===== src/design/srr_pkg.sv =====
// Shared types and constants for the secant root refinement unit.
`timescale 1ns / 1ps
`default_nettype none
package srr_pkg;
	localparam int unsigned DW = 48;
	localparam int unsigned TOL_W = 25;
	localparam int unsigned STEPS_W = 11;
	localparam int unsigned CFG_IDX_W = 3;

	localparam logic [CFG_IDX_W-1:0] REG_COEF_X4 = 3'd0;
	localparam logic [CFG_IDX_W-1:0] REG_COEF_X3 = 3'd1;
	localparam logic [CFG_IDX_W-1:0] REG_COEF_X2 = 3'd2;
	localparam logic [CFG_IDX_W-1:0] REG_COEF_X1 = 3'd3;
	localparam logic [CFG_IDX_W-1:0] REG_COEF_X0 = 3'd4;
	localparam logic [CFG_IDX_W-1:0] REG_TOLERANCE = 3'd5;

	localparam logic [DW-1:0] TOL_RESET = 48'd168;

	typedef enum logic [1:0] {
		ST_EXACT = 2'd0,
		ST_TOL = 2'd1,
		ST_ZERO_DEN = 2'd2,
		ST_LIMIT = 2'd3
	} srr_status_t;

	// Datapath operations requested by the controller.
	typedef enum logic [3:0] {
		OP_LOAD = 4'd0,
		OP_POLY_X1 = 4'd1,
		OP_POLY_X2 = 4'd2,
		OP_POLY_X3 = 4'd3,
		OP_DEN = 4'd4,
		OP_DIV = 4'd5,
		OP_X3 = 4'd6,
		OP_SHIFT = 4'd7,
		OP_NONE = 4'd8
	} srr_op_t;

	typedef struct packed {
		logic start;
		srr_op_t op;
	} srr_cmd_t;

	typedef struct packed {
		logic done;
		logic den_zero;
		logic f3_zero;
		logic within_tol;
	} srr_stat_t;
endpackage
`default_nettype wire


===== src/design/srr_stream_if.sv =====
// Valid/ready channel interfaces for the input, output and configuration.
`timescale 1ns / 1ps
`default_nettype none
interface srr_in_if;
	logic valid;
	logic ready;
	logic [47:0] guess_a;
	logic [47:0] guess_b;
	modport source(output valid, guess_a, guess_b, input ready);
	modport sink(input valid, guess_a, guess_b, output ready);
endinterface

interface srr_out_if;
	logic valid;
	logic ready;
	logic [47:0] root;
	logic [1:0] status;
	logic [10:0] steps_taken;
	modport source(output valid, root, status, steps_taken, input ready);
	modport sink(input valid, root, status, steps_taken, output ready);
endinterface

interface srr_cfg_if;
	logic valid;
	logic ready;
	logic [2:0] index;
	logic [47:0] data;
	modport source(output valid, index, data, input ready);
	modport sink(input valid, index, data, output ready);
endinterface
`default_nettype wire


===== src/design/srr_datapath.sv =====
// Datapath: point registers, shared multiplier and shared bit-serial divider.
`timescale 1ns / 1ps
`default_nettype none
module srr_datapath
	import srr_pkg::*;
#(
	parameter int unsigned FRAC_BITS = 24
) (
	input wire logic clk,
	input wire logic arst_n,
	input wire srr_cmd_t cmd,
	output srr_stat_t stat,
	input wire logic [DW-1:0] guess_a,
	input wire logic [DW-1:0] guess_b,
	input wire logic [DW-1:0] coef_q [5],
	input wire logic [TOL_W-1:0] tol_q,
	output logic [DW-1:0] x2_out,
	output logic [DW-1:0] x3_out
);
	localparam int unsigned PW = 2 * DW;
	localparam int unsigned HW = DW / 2;
	localparam int unsigned EW = DW + 1;
	localparam int unsigned CW = $clog2(PW + 1);
	localparam logic signed [DW-1:0] VMAX = {1'b0, {(DW-1){1'b1}}};
	localparam logic signed [DW-1:0] VMIN = {1'b1, {(DW-1){1'b0}}};

	typedef enum logic [5:0] {
		U_IDLE = 6'b000001,
		U_MSET = 6'b000010,
		U_MUL = 6'b000100,
		U_ADD = 6'b001000,
		U_DIV = 6'b010000,
		U_QUO = 6'b100000
	} unit_t;

	logic signed [DW-1:0] x1_q, x2_q, x3_q, f1_q, f2_q, f3_q, den_q, q_q, acc_q, px_q;
	srr_op_t op_q;
	unit_t u_q;
	logic [2:0] hk_q;
	logic [DW-1:0] ma_q, mb_q;
	logic [1:0] mcnt_q;
	logic dmul_q;
	logic [PW-1:0] prod_q;
	logic pneg_q;
	logic [PW-1:0] num_q;
	logic [DW:0] rem_q;
	logic [CW-1:0] dcnt_q;
	logic done_q;

	// Magnitudes of operands.
	function automatic logic [DW-1:0] mag(input logic signed [DW-1:0] v);
		mag = v[DW-1] ? DW'(-v) : DW'(v);
	endfunction

	function automatic logic signed [DW-1:0] sat_add(input logic signed [DW-1:0] a,
		input logic signed [DW-1:0] b, input logic sub);
		logic [DW:0] s;
		s = sub ? ({a[DW-1], a} - {b[DW-1], b}) : ({a[DW-1], a} + {b[DW-1], b});
		if (s[DW] != s[DW-1]) sat_add = s[DW] ? VMIN : VMAX;
		else sat_add = s[DW-1:0];
	endfunction

	// Saturated signed value from a sign and a wide magnitude.
	function automatic logic signed [DW-1:0] from_mag(input logic neg, input logic [PW-1:0] m);
		if (neg) from_mag = (m > PW'({1'b1, {(DW-1){1'b0}}})) ? VMIN : DW'(-m[DW-1:0]);
		else from_mag = (m > PW'(VMAX)) ? VMAX : m[DW-1:0];
	endfunction

	logic [PW-1:0] prod_shr;
	logic [DW:0] rem_sh;
	logic [DW-1:0] dmag;
	logic [EW-1:0] diff_w;
	logic [EW-1:0] dabs;
	logic [HW-1:0] mul_a, mul_b;
	logic [DW-1:0] mul_p;
	logic [PW-1:0] mul_term;
	logic [PW-1:0] prod_sum;
	logic signed [DW-1:0] hsum;
	assign prod_shr = prod_q >> FRAC_BITS;
	assign dmag = mag(den_q);
	assign rem_sh = {rem_q[DW-1:0], num_q[PW-1]};
	assign diff_w = {x3_q[DW-1], x3_q} - {x2_q[DW-1], x2_q};
	assign dabs = diff_w[DW] ? EW'(-diff_w) : diff_w;
	assign prod_sum = prod_q + mul_term;
	assign hsum = sat_add(from_mag(pneg_q, prod_shr), coef_q[hk_q], 1'b0);

	// One partial product of half-width operands per pass, placed at its weight.
	always_comb begin
		mul_a = mcnt_q[0] ? ma_q[DW-1:HW] : ma_q[HW-1:0];
		mul_b = mcnt_q[1] ? mb_q[DW-1:HW] : mb_q[HW-1:0];
		mul_p = DW'(mul_a) * DW'(mul_b);
		case (mcnt_q)
			2'd0: mul_term = PW'(mul_p);
			2'd1, 2'd2: mul_term = PW'(mul_p) << HW;
			default: mul_term = PW'(mul_p) << DW;
		endcase
	end

	always_ff @(posedge clk or negedge arst_n) begin
		if (!arst_n) begin
			u_q <= U_IDLE;
			done_q <= 1'b0;
			op_q <= OP_NONE;
			hk_q <= '0;
			dcnt_q <= '0;
			x1_q <= '0;
			x2_q <= '0;
			x3_q <= '0;
			f1_q <= '0;
			f2_q <= '0;
			f3_q <= '0;
			den_q <= '0;
			q_q <= '0;
			acc_q <= '0;
			px_q <= '0;
			ma_q <= '0;
			mb_q <= '0;
			mcnt_q <= '0;
			dmul_q <= 1'b0;
			prod_q <= '0;
			pneg_q <= 1'b0;
			num_q <= '0;
			rem_q <= '0;
		end else begin
			done_q <= 1'b0;
			if (cmd.start) begin
				op_q <= cmd.op;
				case (cmd.op)
					OP_LOAD: begin
						x1_q <= guess_a;
						x2_q <= guess_b;
						done_q <= 1'b1;
					end
					OP_POLY_X1, OP_POLY_X2, OP_POLY_X3: begin
						acc_q <= coef_q[0];
						hk_q <= 3'd1;
						px_q <= (cmd.op == OP_POLY_X1) ? x1_q :
							(cmd.op == OP_POLY_X2) ? x2_q : x3_q;
						dmul_q <= 1'b0;
						u_q <= U_MSET;
					end
					OP_DEN: begin
						den_q <= sat_add(f2_q, f1_q, 1'b1);
						done_q <= 1'b1;
					end
					OP_DIV: begin
						px_q <= sat_add(x2_q, x1_q, 1'b1);
						dmul_q <= 1'b1;
						u_q <= U_MSET;
					end
					OP_X3: begin
						x3_q <= sat_add(x2_q, q_q, 1'b1);
						done_q <= 1'b1;
					end
					OP_SHIFT: begin
						x1_q <= x2_q;
						x2_q <= x3_q;
						done_q <= 1'b1;
					end
					default: done_q <= 1'b1;
				endcase
			end else begin
				case (u_q)
					// Operand magnitudes and product sign.
					U_MSET: begin
						ma_q <= mag(dmul_q ? f2_q : acc_q);
						mb_q <= mag(px_q);
						pneg_q <= dmul_q ? (f2_q[DW-1] ^ px_q[DW-1] ^ den_q[DW-1]) :
							(acc_q[DW-1] ^ px_q[DW-1]);
						prod_q <= '0;
						mcnt_q <= '0;
						u_q <= U_MUL;
					end
					// Four passes accumulate the full product.
					U_MUL: begin
						prod_q <= prod_sum;
						mcnt_q <= mcnt_q + 2'd1;
						if (mcnt_q == 2'd3) begin
							if (dmul_q) begin
								num_q <= prod_sum;
								rem_q <= '0;
								dcnt_q <= CW'(PW);
								u_q <= U_DIV;
							end else begin
								u_q <= U_ADD;
							end
						end
					end
					// Horner step: add the next coefficient.
					U_ADD: begin
						if (hk_q == 3'd4) begin
							u_q <= U_IDLE;
							done_q <= 1'b1;
							case (op_q)
								OP_POLY_X1: f1_q <= hsum;
								OP_POLY_X2: f2_q <= hsum;
								default: f3_q <= hsum;
							endcase
						end else begin
							acc_q <= hsum;
							hk_q <= hk_q + 3'd1;
							u_q <= U_MSET;
						end
					end
					// Restoring division, one quotient bit per cycle.
					U_DIV: begin
						if (rem_sh >= {1'b0, dmag}) begin
							rem_q <= rem_sh - {1'b0, dmag};
							num_q <= {num_q[PW-2:0], 1'b1};
						end else begin
							rem_q <= rem_sh;
							num_q <= {num_q[PW-2:0], 1'b0};
						end
						dcnt_q <= dcnt_q - CW'(1);
						if (dcnt_q == CW'(1)) u_q <= U_QUO;
					end
					// Signed and saturated quotient.
					U_QUO: begin
						q_q <= from_mag(pneg_q, num_q);
						done_q <= 1'b1;
						u_q <= U_IDLE;
					end
					default: u_q <= U_IDLE;
				endcase
			end
		end
	end

	assign stat.done = done_q;
	assign stat.den_zero = (den_q == '0);
	assign stat.f3_zero = (f3_q == '0);
	assign stat.within_tol = (dabs <= EW'(tol_q));
	assign x2_out = x2_q;
	assign x3_out = x3_q;
endmodule
`default_nettype wire


===== src/design/srr_ctrl.sv =====
// Controller state machine sequencing the secant iterations.
`timescale 1ns / 1ps
`default_nettype none
module srr_ctrl
	import srr_pkg::*;
#(
	parameter int unsigned MAX_ITER = 64
) (
	input wire logic clk,
	input wire logic arst_n,
	input wire logic in_fire,
	output logic busy,
	output logic res_valid,
	input wire logic res_take,
	output srr_cmd_t cmd,
	input wire srr_stat_t stat,
	input wire logic [DW-1:0] x2_cur,
	input wire logic [DW-1:0] x3_cur,
	output logic [DW-1:0] res_root,
	output logic [1:0] res_status,
	output logic [STEPS_W-1:0] res_steps
);
	typedef enum logic [8:0] {
		S_IDLE = 9'b000000001,
		S_F1 = 9'b000000010,
		S_F2 = 9'b000000100,
		S_DEN = 9'b000001000,
		S_DIV = 9'b000010000,
		S_X3 = 9'b000100000,
		S_F3 = 9'b001000000,
		S_SHIFT = 9'b010000000,
		S_LOAD = 9'b100000000
	} state_t;

	state_t st_q;
	logic wait_q;
	logic [STEPS_W-1:0] steps_q;
	logic res_valid_q;
	logic [DW-1:0] res_root_q;
	logic [1:0] res_status_q;
	logic [STEPS_W-1:0] res_steps_q;

	// Command issue; a step that can end the item holds while a result still waits.
	always_comb begin
		cmd.start = 1'b0;
		cmd.op = OP_NONE;
		if (!wait_q) begin
			cmd.start = !((st_q inside {S_DEN, S_F3}) && res_valid_q);
			case (st_q)
				S_IDLE: begin
					cmd.start = in_fire;
					cmd.op = OP_LOAD;
				end
				S_LOAD: cmd.op = OP_LOAD;
				S_F1: cmd.op = OP_POLY_X1;
				S_F2: cmd.op = OP_POLY_X2;
				S_DEN: cmd.op = OP_DEN;
				S_DIV: cmd.op = OP_DIV;
				S_X3: cmd.op = OP_X3;
				S_F3: cmd.op = OP_POLY_X3;
				S_SHIFT: cmd.op = OP_SHIFT;
				default: cmd.op = OP_NONE;
			endcase
		end
	end

	assign busy = (st_q != S_IDLE);
	assign res_valid = res_valid_q;
	assign res_root = res_root_q;
	assign res_status = res_status_q;
	assign res_steps = res_steps_q;

	always_ff @(posedge clk or negedge arst_n) begin
		if (!arst_n) begin
			st_q <= S_IDLE;
			wait_q <= 1'b0;
			steps_q <= '0;
			res_valid_q <= 1'b0;
			res_root_q <= '0;
			res_status_q <= '0;
			res_steps_q <= '0;
		end else begin
			if (res_take) res_valid_q <= 1'b0;
			if (cmd.start) wait_q <= 1'b1;
			case (st_q)
				S_IDLE: if (in_fire) begin
					st_q <= S_LOAD;
					steps_q <= '0;
				end
				default: if (wait_q && stat.done) begin
					wait_q <= 1'b0;
					case (st_q)
						S_LOAD: st_q <= S_F1;
						S_F1: st_q <= S_F2;
						S_F2: st_q <= S_DEN;
						S_DEN: if (stat.den_zero) begin
							res_root_q <= x2_cur;
							res_status_q <= ST_ZERO_DEN;
							res_steps_q <= steps_q;
							res_valid_q <= 1'b1;
							st_q <= S_IDLE;
						end else st_q <= S_DIV;
						S_DIV: st_q <= S_X3;
						S_X3: begin
							steps_q <= steps_q + STEPS_W'(1);
							st_q <= S_F3;
						end
						S_F3: begin
							res_root_q <= x3_cur;
							res_steps_q <= steps_q;
							if (stat.f3_zero) begin
								res_status_q <= ST_EXACT;
								res_valid_q <= 1'b1;
								st_q <= S_IDLE;
							end else if (stat.within_tol) begin
								res_status_q <= ST_TOL;
								res_valid_q <= 1'b1;
								st_q <= S_IDLE;
							end else if (steps_q == STEPS_W'(MAX_ITER)) begin
								res_status_q <= ST_LIMIT;
								res_valid_q <= 1'b1;
								st_q <= S_IDLE;
							end else st_q <= S_SHIFT;
						end
						S_SHIFT: st_q <= S_F1;
						default: st_q <= S_IDLE;
					endcase
				end
			endcase
		end
	end
endmodule
`default_nettype wire


===== src/design/secant_root_refine_unit.sv =====
// Top level of the secant root refinement unit.
//  channel   | role   | payload
//  guess_ch  | sink   | guess_a, guess_b
//  result_ch | source | root, status, steps_taken
//  cfg_ch    | sink   | index, data
// A secant step takes three Horner evaluations, each product built in four passes of a
// 24 by 24 bit multiplier, a quotient from the restoring divider, and three register steps.
// An item runs at most MAX_ITER secant steps. Reset is asynchronous and restores the
// register defaults. One item is in flight at a time; a new one is accepted while the
// previous result waits, but a step that can end it stalls until that is taken.
`timescale 1ns / 1ps
`default_nettype none
module secant_root_refine_unit
	import srr_pkg::*;
#(
	parameter int unsigned MAX_ITER = 64,
	parameter int unsigned FRAC_BITS = 24
) (
	input wire logic clk,
	input wire logic arst_n,
	srr_in_if.sink guess_ch,
	srr_out_if.source result_ch,
	srr_cfg_if.sink cfg_ch
);
	logic [DW-1:0] coef_q [5];
	logic [TOL_W-1:0] tol_q;
	srr_cmd_t cmd;
	srr_stat_t stat;
	logic busy, res_valid;
	logic [DW-1:0] x2_cur;
	logic [DW-1:0] x3_cur;

	// Configuration register file.
	assign cfg_ch.ready = 1'b1;
	always_ff @(posedge clk or negedge arst_n) begin
		if (!arst_n) begin
			for (int i = 0; i < 5; i++) coef_q[i] <= '0;
			tol_q <= TOL_W'(TOL_RESET);
		end else if (cfg_ch.valid) begin
			case (cfg_ch.index)
				REG_COEF_X4, REG_COEF_X3, REG_COEF_X2, REG_COEF_X1, REG_COEF_X0:
					coef_q[cfg_ch.index] <= cfg_ch.data;
				REG_TOLERANCE: tol_q <= cfg_ch.data[TOL_W-1:0];
				default: ;
			endcase
		end
	end

	assign guess_ch.ready = !busy;
	assign result_ch.valid = res_valid;

	srr_ctrl #(.MAX_ITER(MAX_ITER)) u_ctrl (
		.clk, .arst_n,
		.in_fire(guess_ch.valid && guess_ch.ready),
		.busy, .res_valid,
		.res_take(result_ch.valid && result_ch.ready),
		.cmd, .stat, .x2_cur, .x3_cur,
		.res_root(result_ch.root),
		.res_status(result_ch.status),
		.res_steps(result_ch.steps_taken)
	);

	srr_datapath #(.FRAC_BITS(FRAC_BITS)) u_dp (
		.clk, .arst_n, .cmd, .stat,
		.guess_a(guess_ch.guess_a), .guess_b(guess_ch.guess_b),
		.coef_q, .tol_q, .x2_out(x2_cur), .x3_out(x3_cur)
	);
endmodule
`default_nettype wire


===== src/flat_wrapper.sv =====
// flat-port wrapper written by rule: the top's interface ports become plain ports
module secant_root_refine_unit_flat import srr_pkg::*;
#(
	parameter int unsigned MAX_ITER = 64,
	parameter int unsigned FRAC_BITS = 24
)
  (clk, arst_n, guess_ch_valid, guess_ch_guess_a, guess_ch_guess_b, guess_ch_ready, result_ch_valid, result_ch_root, result_ch_status, result_ch_steps_taken, result_ch_ready, cfg_ch_valid, cfg_ch_index, cfg_ch_data, cfg_ch_ready);
  srr_in_if guess_ch_i ();
  srr_out_if result_ch_i ();
  srr_cfg_if cfg_ch_i ();
  input wire logic clk;
  input wire logic arst_n;
  input wire logic [$bits(guess_ch_i.valid)-1:0] guess_ch_valid;
  input wire logic [$bits(guess_ch_i.guess_a)-1:0] guess_ch_guess_a;
  input wire logic [$bits(guess_ch_i.guess_b)-1:0] guess_ch_guess_b;
  output wire logic [$bits(guess_ch_i.ready)-1:0] guess_ch_ready;
  output wire logic [$bits(result_ch_i.valid)-1:0] result_ch_valid;
  output wire logic [$bits(result_ch_i.root)-1:0] result_ch_root;
  output wire logic [$bits(result_ch_i.status)-1:0] result_ch_status;
  output wire logic [$bits(result_ch_i.steps_taken)-1:0] result_ch_steps_taken;
  input wire logic [$bits(result_ch_i.ready)-1:0] result_ch_ready;
  input wire logic [$bits(cfg_ch_i.valid)-1:0] cfg_ch_valid;
  input wire logic [$bits(cfg_ch_i.index)-1:0] cfg_ch_index;
  input wire logic [$bits(cfg_ch_i.data)-1:0] cfg_ch_data;
  output wire logic [$bits(cfg_ch_i.ready)-1:0] cfg_ch_ready;
  assign guess_ch_i.valid = guess_ch_valid;
  assign guess_ch_i.guess_a = guess_ch_guess_a;
  assign guess_ch_i.guess_b = guess_ch_guess_b;
  assign guess_ch_ready = guess_ch_i.ready;
  assign result_ch_valid = result_ch_i.valid;
  assign result_ch_root = result_ch_i.root;
  assign result_ch_status = result_ch_i.status;
  assign result_ch_steps_taken = result_ch_i.steps_taken;
  assign result_ch_i.ready = result_ch_ready;
  assign cfg_ch_i.valid = cfg_ch_valid;
  assign cfg_ch_i.index = cfg_ch_index;
  assign cfg_ch_i.data = cfg_ch_data;
  assign cfg_ch_ready = cfg_ch_i.ready;
  secant_root_refine_unit #(.MAX_ITER(MAX_ITER), .FRAC_BITS(FRAC_BITS)) u_core (.clk(clk), .arst_n(arst_n), .guess_ch(guess_ch_i), .result_ch(result_ch_i), .cfg_ch(cfg_ch_i));
endmodule

===== config.mk =====
export PLATFORM = sky130hd
export DESIGN_NAME = secant_root_refine_unit_flat
export DESIGN_NICKNAME = d
export VERILOG_FILES = /design/src/design/srr_pkg.sv /design/src/design/srr_stream_if.sv /design/src/design/srr_datapath.sv /design/src/design/srr_ctrl.sv /design/src/design/secant_root_refine_unit.sv /design/src/flat_wrapper.sv
export SDC_FILE = /design/constraint.sdc
export NUM_CORES = 2
export LEC_CHECK = 0
export BUFFER_PORTS_ARGS = -buffer_cell sky130_fd_sc_hd__buf_4
export CAP_MARGIN = 20
export CORE_ASPECT_RATIO = 1.75
export CORE_MARGIN = 2
export CORE_UTILIZATION = 35
export CTS_CLUSTER_DIAMETER = 120
export DETAILED_ROUTE_END_ITERATION = 7
export GPL_TIMING_DRIVEN = 0
export PLACE_DENSITY = 0.6
export SYNTH_ARGS = -nofsm -noshare
export SYNTH_HDL_FRONTEND = slang
export SYNTH_HIERARCHICAL = 1
export SYNTH_SLANG_ARGS = --single-unit
export TNS_END_PERCENT = 10

===== constraint.sdc =====
create_clock -name clk -period 11.3 [get_ports clk]
set_input_delay 1.13 -clock clk [delete_from_list [all_inputs] [get_ports clk]]
set_output_delay 1.13 -clock clk [all_outputs]
set_load 0.02 [all_outputs]

=== Word level (Yosys, flattened, before mapping) ===
Index checks and enable logic that the tools add are counted.

* Register bits: 1189
* Input port bits: 152
* Output and inout bits: 64
* Logic and storage cells: 268

* Add/subtract/negate cells: 17
* Multiply operators: 1
* Magnitude comparators: 9
* Equality and inequality tests: 49
* Mux-type cells: 102
* Bitwise gates (word level): 8
* Reduce and logical (&&, ||, !) cells: 46

{| class="wikitable"
|+ Operators by type and width
! cell !! number
|-
| 2-to-1 mux 48 bit || 31
|-
| one-hot mux 96 bit (2 select lines) || 3
|-
| one-hot mux 48 bit (2 select lines) || 5
|-
| bitwise mux 240 bit || 1
|-
| negation 48 bit || 5
|-
| subtractor 48 x 48 -> 49 bit || 4
|-
| 2-to-1 mux 96 bit || 2
|-
| binary-select mux 48 bit (select 3 bit) || 1
|-
| demux 48 bit (select 3 bit) || 1
|-
| adder 96 bit || 1
|-
| greater-than comparator 96 x 47 -> 1 bit, second input constant || 1
|-
| greater-than comparator 96 x 48 -> 1 bit, second input constant || 1
|-
| zero test 48 bit || 2
|-
| greater-than comparator 72 x 47 -> 1 bit, second input constant || 1
|-
| greater-than comparator 72 x 48 -> 1 bit, second input constant || 1
|-
| one-hot mux 8 bit (7 select lines) || 1
|-
| 2-to-1 mux 11 bit || 5
|-
| adder 48 x 48 -> 49 bit || 1
|-
| >= comparator 49 x 48 -> 1 bit || 1
|-
| less-or-equal comparator 49 x 25 -> 1 bit || 1
|-
| 2-to-1 mux 49 bit || 1
|-
| negation 49 bit || 1
|-
| multiplier 24 x 24 -> 48 bit || 1
|-
| 2-to-1 mux 24 bit || 2
|-
| 68 further kinds || 158
|}

=== Longest topological paths before layout ===
* Word-level depth: 10
* Depth in mapped cells: 47
* Depth with buffers taken out: 44

=== By module ===
Netlist, hierarchy kept.

{| class="wikitable"
|+ Modules (own cells, without submodules)
! module !! times used !! cells an instance !! area an instance (µm²) !! sequential area each (µm²)
|-
| srr_datapath || 1 || 10664 || 86908.4 || 21047.7
|-
| secant_root_refine_unit || 1 || 568 || 10238.6 || 6635.1
|-
| srr_ctrl || 1 || 407 || 4195.3 || 2078.2
|}

=== Worst setup path after synthesis ===
No wires, ideal clock.

* Kind: register to register
* Start: reg u_core.u_dp.mcnt_q[0]
* End: reg u_core.u_dp.num_q[94]
* Setup time: 0.126 ns
* Data arrival time: 10.990 ns
* Required time: 11.174 ns
* Setup slack: 0.184 ns
* Cell stages (with the launch flop): 46
* Path buffers: 5
* Clock period less this slack: 11.116 ns
* Cells stage by stage: dfrtp_1 clkbuf_1 buf_1 mux2i_1 clkbuf_1 nor2_1 fa_1 inv_1 fa_1 inv_1 fa_1 inv_1 fa_1 inv_1 fa_1 fa_1 inv_1 fa_1 [... 10 more ...] o31ai_1 a21oi_1 xor2_1 o22ai_1 ha_1 clkbuf_1 nand2_1 nor2_1 nand3_1 or3_1 a211o_1 a2111oi_0 o31a_1 clkbuf_1 a211oi_1 mux2i_1 a21oi_1 a221o_1

* Word-level cells in the longest chain between the ends: 7
* Elaborated cells between the ends (all ways): 14
* Those cells by class: 1 x add/sub; 1 x mul; 4 x eq/ne; 5 x mux; 3 x reduce/logical

{| class="wikitable"
|+ RTL lines
! element !! line !! text
|-
| start, declared || srr_datapath.sv:41 || <nowiki>logic [1:0] mcnt_q;</nowiki>
|-
| start signal, assigned || srr_datapath.sv:177 || <nowiki>mcnt_q <= mcnt_q + 2'd1;</nowiki>
|-
| 2-to-1 mux 24 bit (tied with other cells) || srr_datapath.sv:89 || <nowiki>mul_a = mcnt_q[0] ? ma_q[DW-1:HW] : ma_q[HW-1:0];</nowiki>
|-
| multiplier 24 x 24 -> 48 bit or OR reduction 2 bit (tied branches) || srr_datapath.sv:91, srr_datapath.sv:92 ||
|-
| one-hot mux 96 bit (2 select lines) || srr_datapath.sv:92 || <nowiki>case (mcnt_q)</nowiki>
|-
| adder 96 bit || srr_datapath.sv:84 || <nowiki>assign prod_sum = prod_q + mul_term;</nowiki>
|-
| 2-to-1 mux 96 bit || srr_datapath.sv:179 || <nowiki>if (dmul_q) begin</nowiki>
|-
| 2-to-1 mux 96 bit || srr_datapath.sv:178 || <nowiki>if (mcnt_q == 2'd3) begin</nowiki>
|-
| one-hot mux 96 bit (2 select lines) || srr_datapath.sv:163 || <nowiki>case (u_q)</nowiki>
|-
| end signal, assigned || srr_datapath.sv:180 || <nowiki>num_q <= prod_sum;</nowiki>
|-
| end signal, assigned || srr_datapath.sv:209 || <nowiki>num_q <= {num_q[PW-2:0], 1'b1};</nowiki>
|-
| end signal, assigned || srr_datapath.sv:212 || <nowiki>num_q <= {num_q[PW-2:0], 1'b0};</nowiki>
|-
| end, declared || srr_datapath.sv:45 || <nowiki>logic [PW-1:0] num_q;</nowiki>
|}

Several ways; a longest one is shown, not always the timed one. The select of a mux whose other input is x is not followed.
A chain may end at the register's enable or synchronous reset.

=== Worst setup path after layout ===
Ends and elaborated chain as after synthesis.

==> out/qor.txt <==
Status - finished with violations
Failing checks - negative setup slack
Worst slew margin - 1.707%
Worst Reg-to-Reg Cells - 46
Num CTS Buffers - 113
Placed cell count - 15.72k
Dpl ws - -4.510 ns
Worst slew pin tran - 1.474 ns
TritonCTS Sinks - 1189
Core Region - 0.2884 mm²
Reg2Reg Capture Point - u_core/u_dp/num_q[94]$_DFFE_PN0P_
Vias in the first global route - 95.05k
Sequential-to-total area share from yosys stat - 29.37%
Worst Hold Margin - 0.2207 ns
Clock tree root buffer cell - clkbuf_16
Reg2reg setup slack - -0.19 ns
Max stage delay on crit path - 0.55 ns
DRT iter0 DRCs - 6288
Die area - 0.2940 mm²
Total design power - 18.11 mW
Synth unique cells - 112
Worst-path clk slew - 0.07 ns
Metal2 WL - 222400 µm
Area Overhead vs Synth - 15.57%
Most used DFF post-synth - dfrtp_1
Sum of routed wire segments on met1 - 142500 µm
Slew Viols, Final - 0
Total wire length - 442400 µm
Clock skew - 0.09337 ns
Starting density of the core - 35.14%
DR top layer - met5
Grt ovf - 0
Worst Setup End Kind - flip-flop
Clock tree buffer depth - 3
Wirelength per Cell - 27.44 µm
Non-filler cells, final - 16.13k
Layout cell share with drive strength beyond 1 - 12.50%
Syn Nets - 12.88k
PortBufs - 214
Post-route minimum period - 11.49 ns
Worst-path maximum fanout - 8
Critical R2R Launch - u_core/u_dp/mcnt_q[0]$_DFFE_PN0P_
Row cnt - 261
Hpwl dp - 357900 µm
FF+latch count, synth - 1189
Most frequent cells in the layout - nand2_1 (1515), dfrtp_1 (1181), inv_1 (978)
Via density - 5.742
Worst Setup Path Type - reg -> reg
Largest Register - u_core/coef_q
Max Cap Viol - 0
Total GRT Usage - 29.66%
Post-route setup slack - -0.1891 ns
Slowest cell on the critical path - fa_1
Commonest non-fill, non-tap cell in the layout - nand2_1
Antenna Nets Post-Route - 0
H-tree depth - 3
Max VDD drop - 0.1856 mV
Worst Setup SP - u_core/u_dp/mcnt_q[0]$_DFFE_PN0P_
Layout net count - 13.44k
Critical Path RT - 12.00 ns
HP Class - in -> async
Synth area leader - dfrtp_1
Post-Syn Area per Cell - 8.707 µm²
Max reg flops - 240
Crit path top cell by count - fa_1
Ranking of synthesized cells by area - dfrtp_1 (29%), fa_1 (9.7%), ha_1 (7.4%)
Die Width - 410.8 µm
Fin. Hold Viols - 0
Initial antenna violation count - 12
First-pass GRT wire length - 640500 µm
Chip height - 715.8 µm
Final setup fails - 13
Cell area power density - 154.7 mW/mm²
Clock latency at the later pin of the worst-skew pair - 0.83 ns
Largest net degree at the start of global routing - 179
Data arrival time of the worst path - 12.19 ns
Unrepaired setup endpoints after global routing - true
Synth async-reset ratio - 100.0%
Mapped Area - 0.1013 mm²
Crit path launch type - flip-flop
EDFF count, synth - 0
Final Cycle Share - 101.7%
CTS tree - yes
Yosys warning total - 6
Regs by FF count - u_core/coef_q: 240 flops, u_core/u_dp/num_q: 96 flops, u_core/u_dp/prod_q: 96 flops
Static Leakage - 54.41 nW
Met3 WL - 21090 µm
FMAX - 0.08704 GHz
Area share of the leading cell type in the synthesized netlist - 29.21%
Via Count - 92.59k
Ports - 216
Residual DRC - 0
FILL cells - 29.23k
GP Congestion - 1.057
TritonRoute pass-1 iters - 7
Mapped Cells - 11.64k
End of the critical path - u_core/u_dp/num_q[94]$_DFFE_PN0P_
==> power by group <==
| group | total (mW) | switching, mW | internal, mW |
|---|---|---|---|
| sequential | 5.26 | 0.580 | 4.68 |
| combinational | 8.66 | 5.68 | 2.97 |
| clock | 4.20 | 1.91 | 2.29 |
| total | 18.1 | 8.17 | 9.94 |
==> routing by layer <==
metal | vias up | global-route usage, %
met2 | 3418 | 52.60
met5 | - | 0
met3 | 1584 | 4.294
met1 | 45880 | 28.43
met4 | 4 | 30.83
li1 | 41710 | -
==> synthesized netlist by cell type (all sizes together), types with 124 or more instances <==
cell type  count
nand3        152
inv          988
xor2         273
mux2i        231
ha           596
a22oi        124
nand2       1529
o21ai        968
a21o         324
a21oi        707
mux2         340
dfrtp       1183
xnor2        275
nor3         158
a22o         130
nor2         834
clkbuf       523
fa           489
==> through the flow <==
| stage | area [µm²] | setup TNS (ns) | utilization (%) |
|---|---|---|---|
| floorplan | 101300 | 0 | - |
| global placement | 107700 | -7171.89 | 37.36 |
| detailed placement | 108600 | -392.48 | 37.66 |
| CTS | 115900 | 0 | 40.18 |
| global route | 117100 | -9.312 | 40.61 |
| finish | 117100 | -1.156 | 40.62 |
==> how the worst min path moves through the flow <==
stage	endpoint	slack, ns	start
final	u_core/u_ctrl/res_valid$_DFF_PN0_	0.22	arst_n
after detailed placement	u_core/u_dp/mb_q[1]$_DFFE_PN0P_	0.47	u_core/u_dp/mb_q[1]$_DFFE_PN0P_
after global routing	u_core/u_dp/x1_q[38]$_DFFE_PN0P_	0.24	arst_n
after CTS	u_core/u_ctrl/steps_q[2]$_DFFE_PN0P_	0.20	arst_n
after global placement	u_core/u_dp/mb_q[0]$_DFFE_PN0P_	0.46	u_core/u_dp/mb_q[0]$_DFFE_PN0P_
after floorplan	u_core/u_dp/acc_q[47]$_DFFE_PN0P_	0.44	u_core/u_dp/acc_q[47]$_DFFE_PN0P_
==> kinds of logic after synthesis <==
logic type	Yosys count	synth area share [%]
buffers and inverters	1610	6.203
muxes	618	7.437
DFF	1189	29.37
other	1	0.003700
AOI/OAI and AO/OA	3097	19.37
adders and majority gates	1125	17.41
xor gates and xnor gates	548	4.736
and+or+nand+nor	3451	15.47
==> layout make-up <==
cell class / count / area, µm² / share of cell area (%)
inverter: 989 / 3712 / 3.170
multi-input combinational: 8840 / 67400 / 57.54
clock buffer: 150 / 3118 / 2.662
sequential: 1189 / 29760 / 25.41
tap: 3813 / 4771 / 4.073
buffer: 603 / 3302 / 2.819
antenna: 12 / 30.03 / 0.02564
timing repair buffer: 466 / 4148 / 3.541
clock inverter: 63 / 882.1 / 0.7531
==> repair_timing <==
action                     CTS  global route
gates resized for setup    482           159
cloned                       1             2
pin swaps                   93            92
buffers inserted           134            53
hold buffers                 0             0
hold endpoints to repair     0             0
setup endpoints to repair  146            77
==> critical path, delay by kind of cell (launching register included) <==
| family | cells | cell delay (ns) |
|---|---|---|
| AOI/OAI and AO/OA | 19 | 4.14 |
| adders and majority gates | 9 | 4.08 |
| buffers and inverters | 11 | 1.17 |
| muxes | 2 | 0.75 |
| xor gates and xnor gates | 1 | 0.43 |
| and+or+nand+nor | 4 | 0.41 |
| DFF | 1 | 0.37 |
Note: power is estimated with default switching activity, not from simulation.
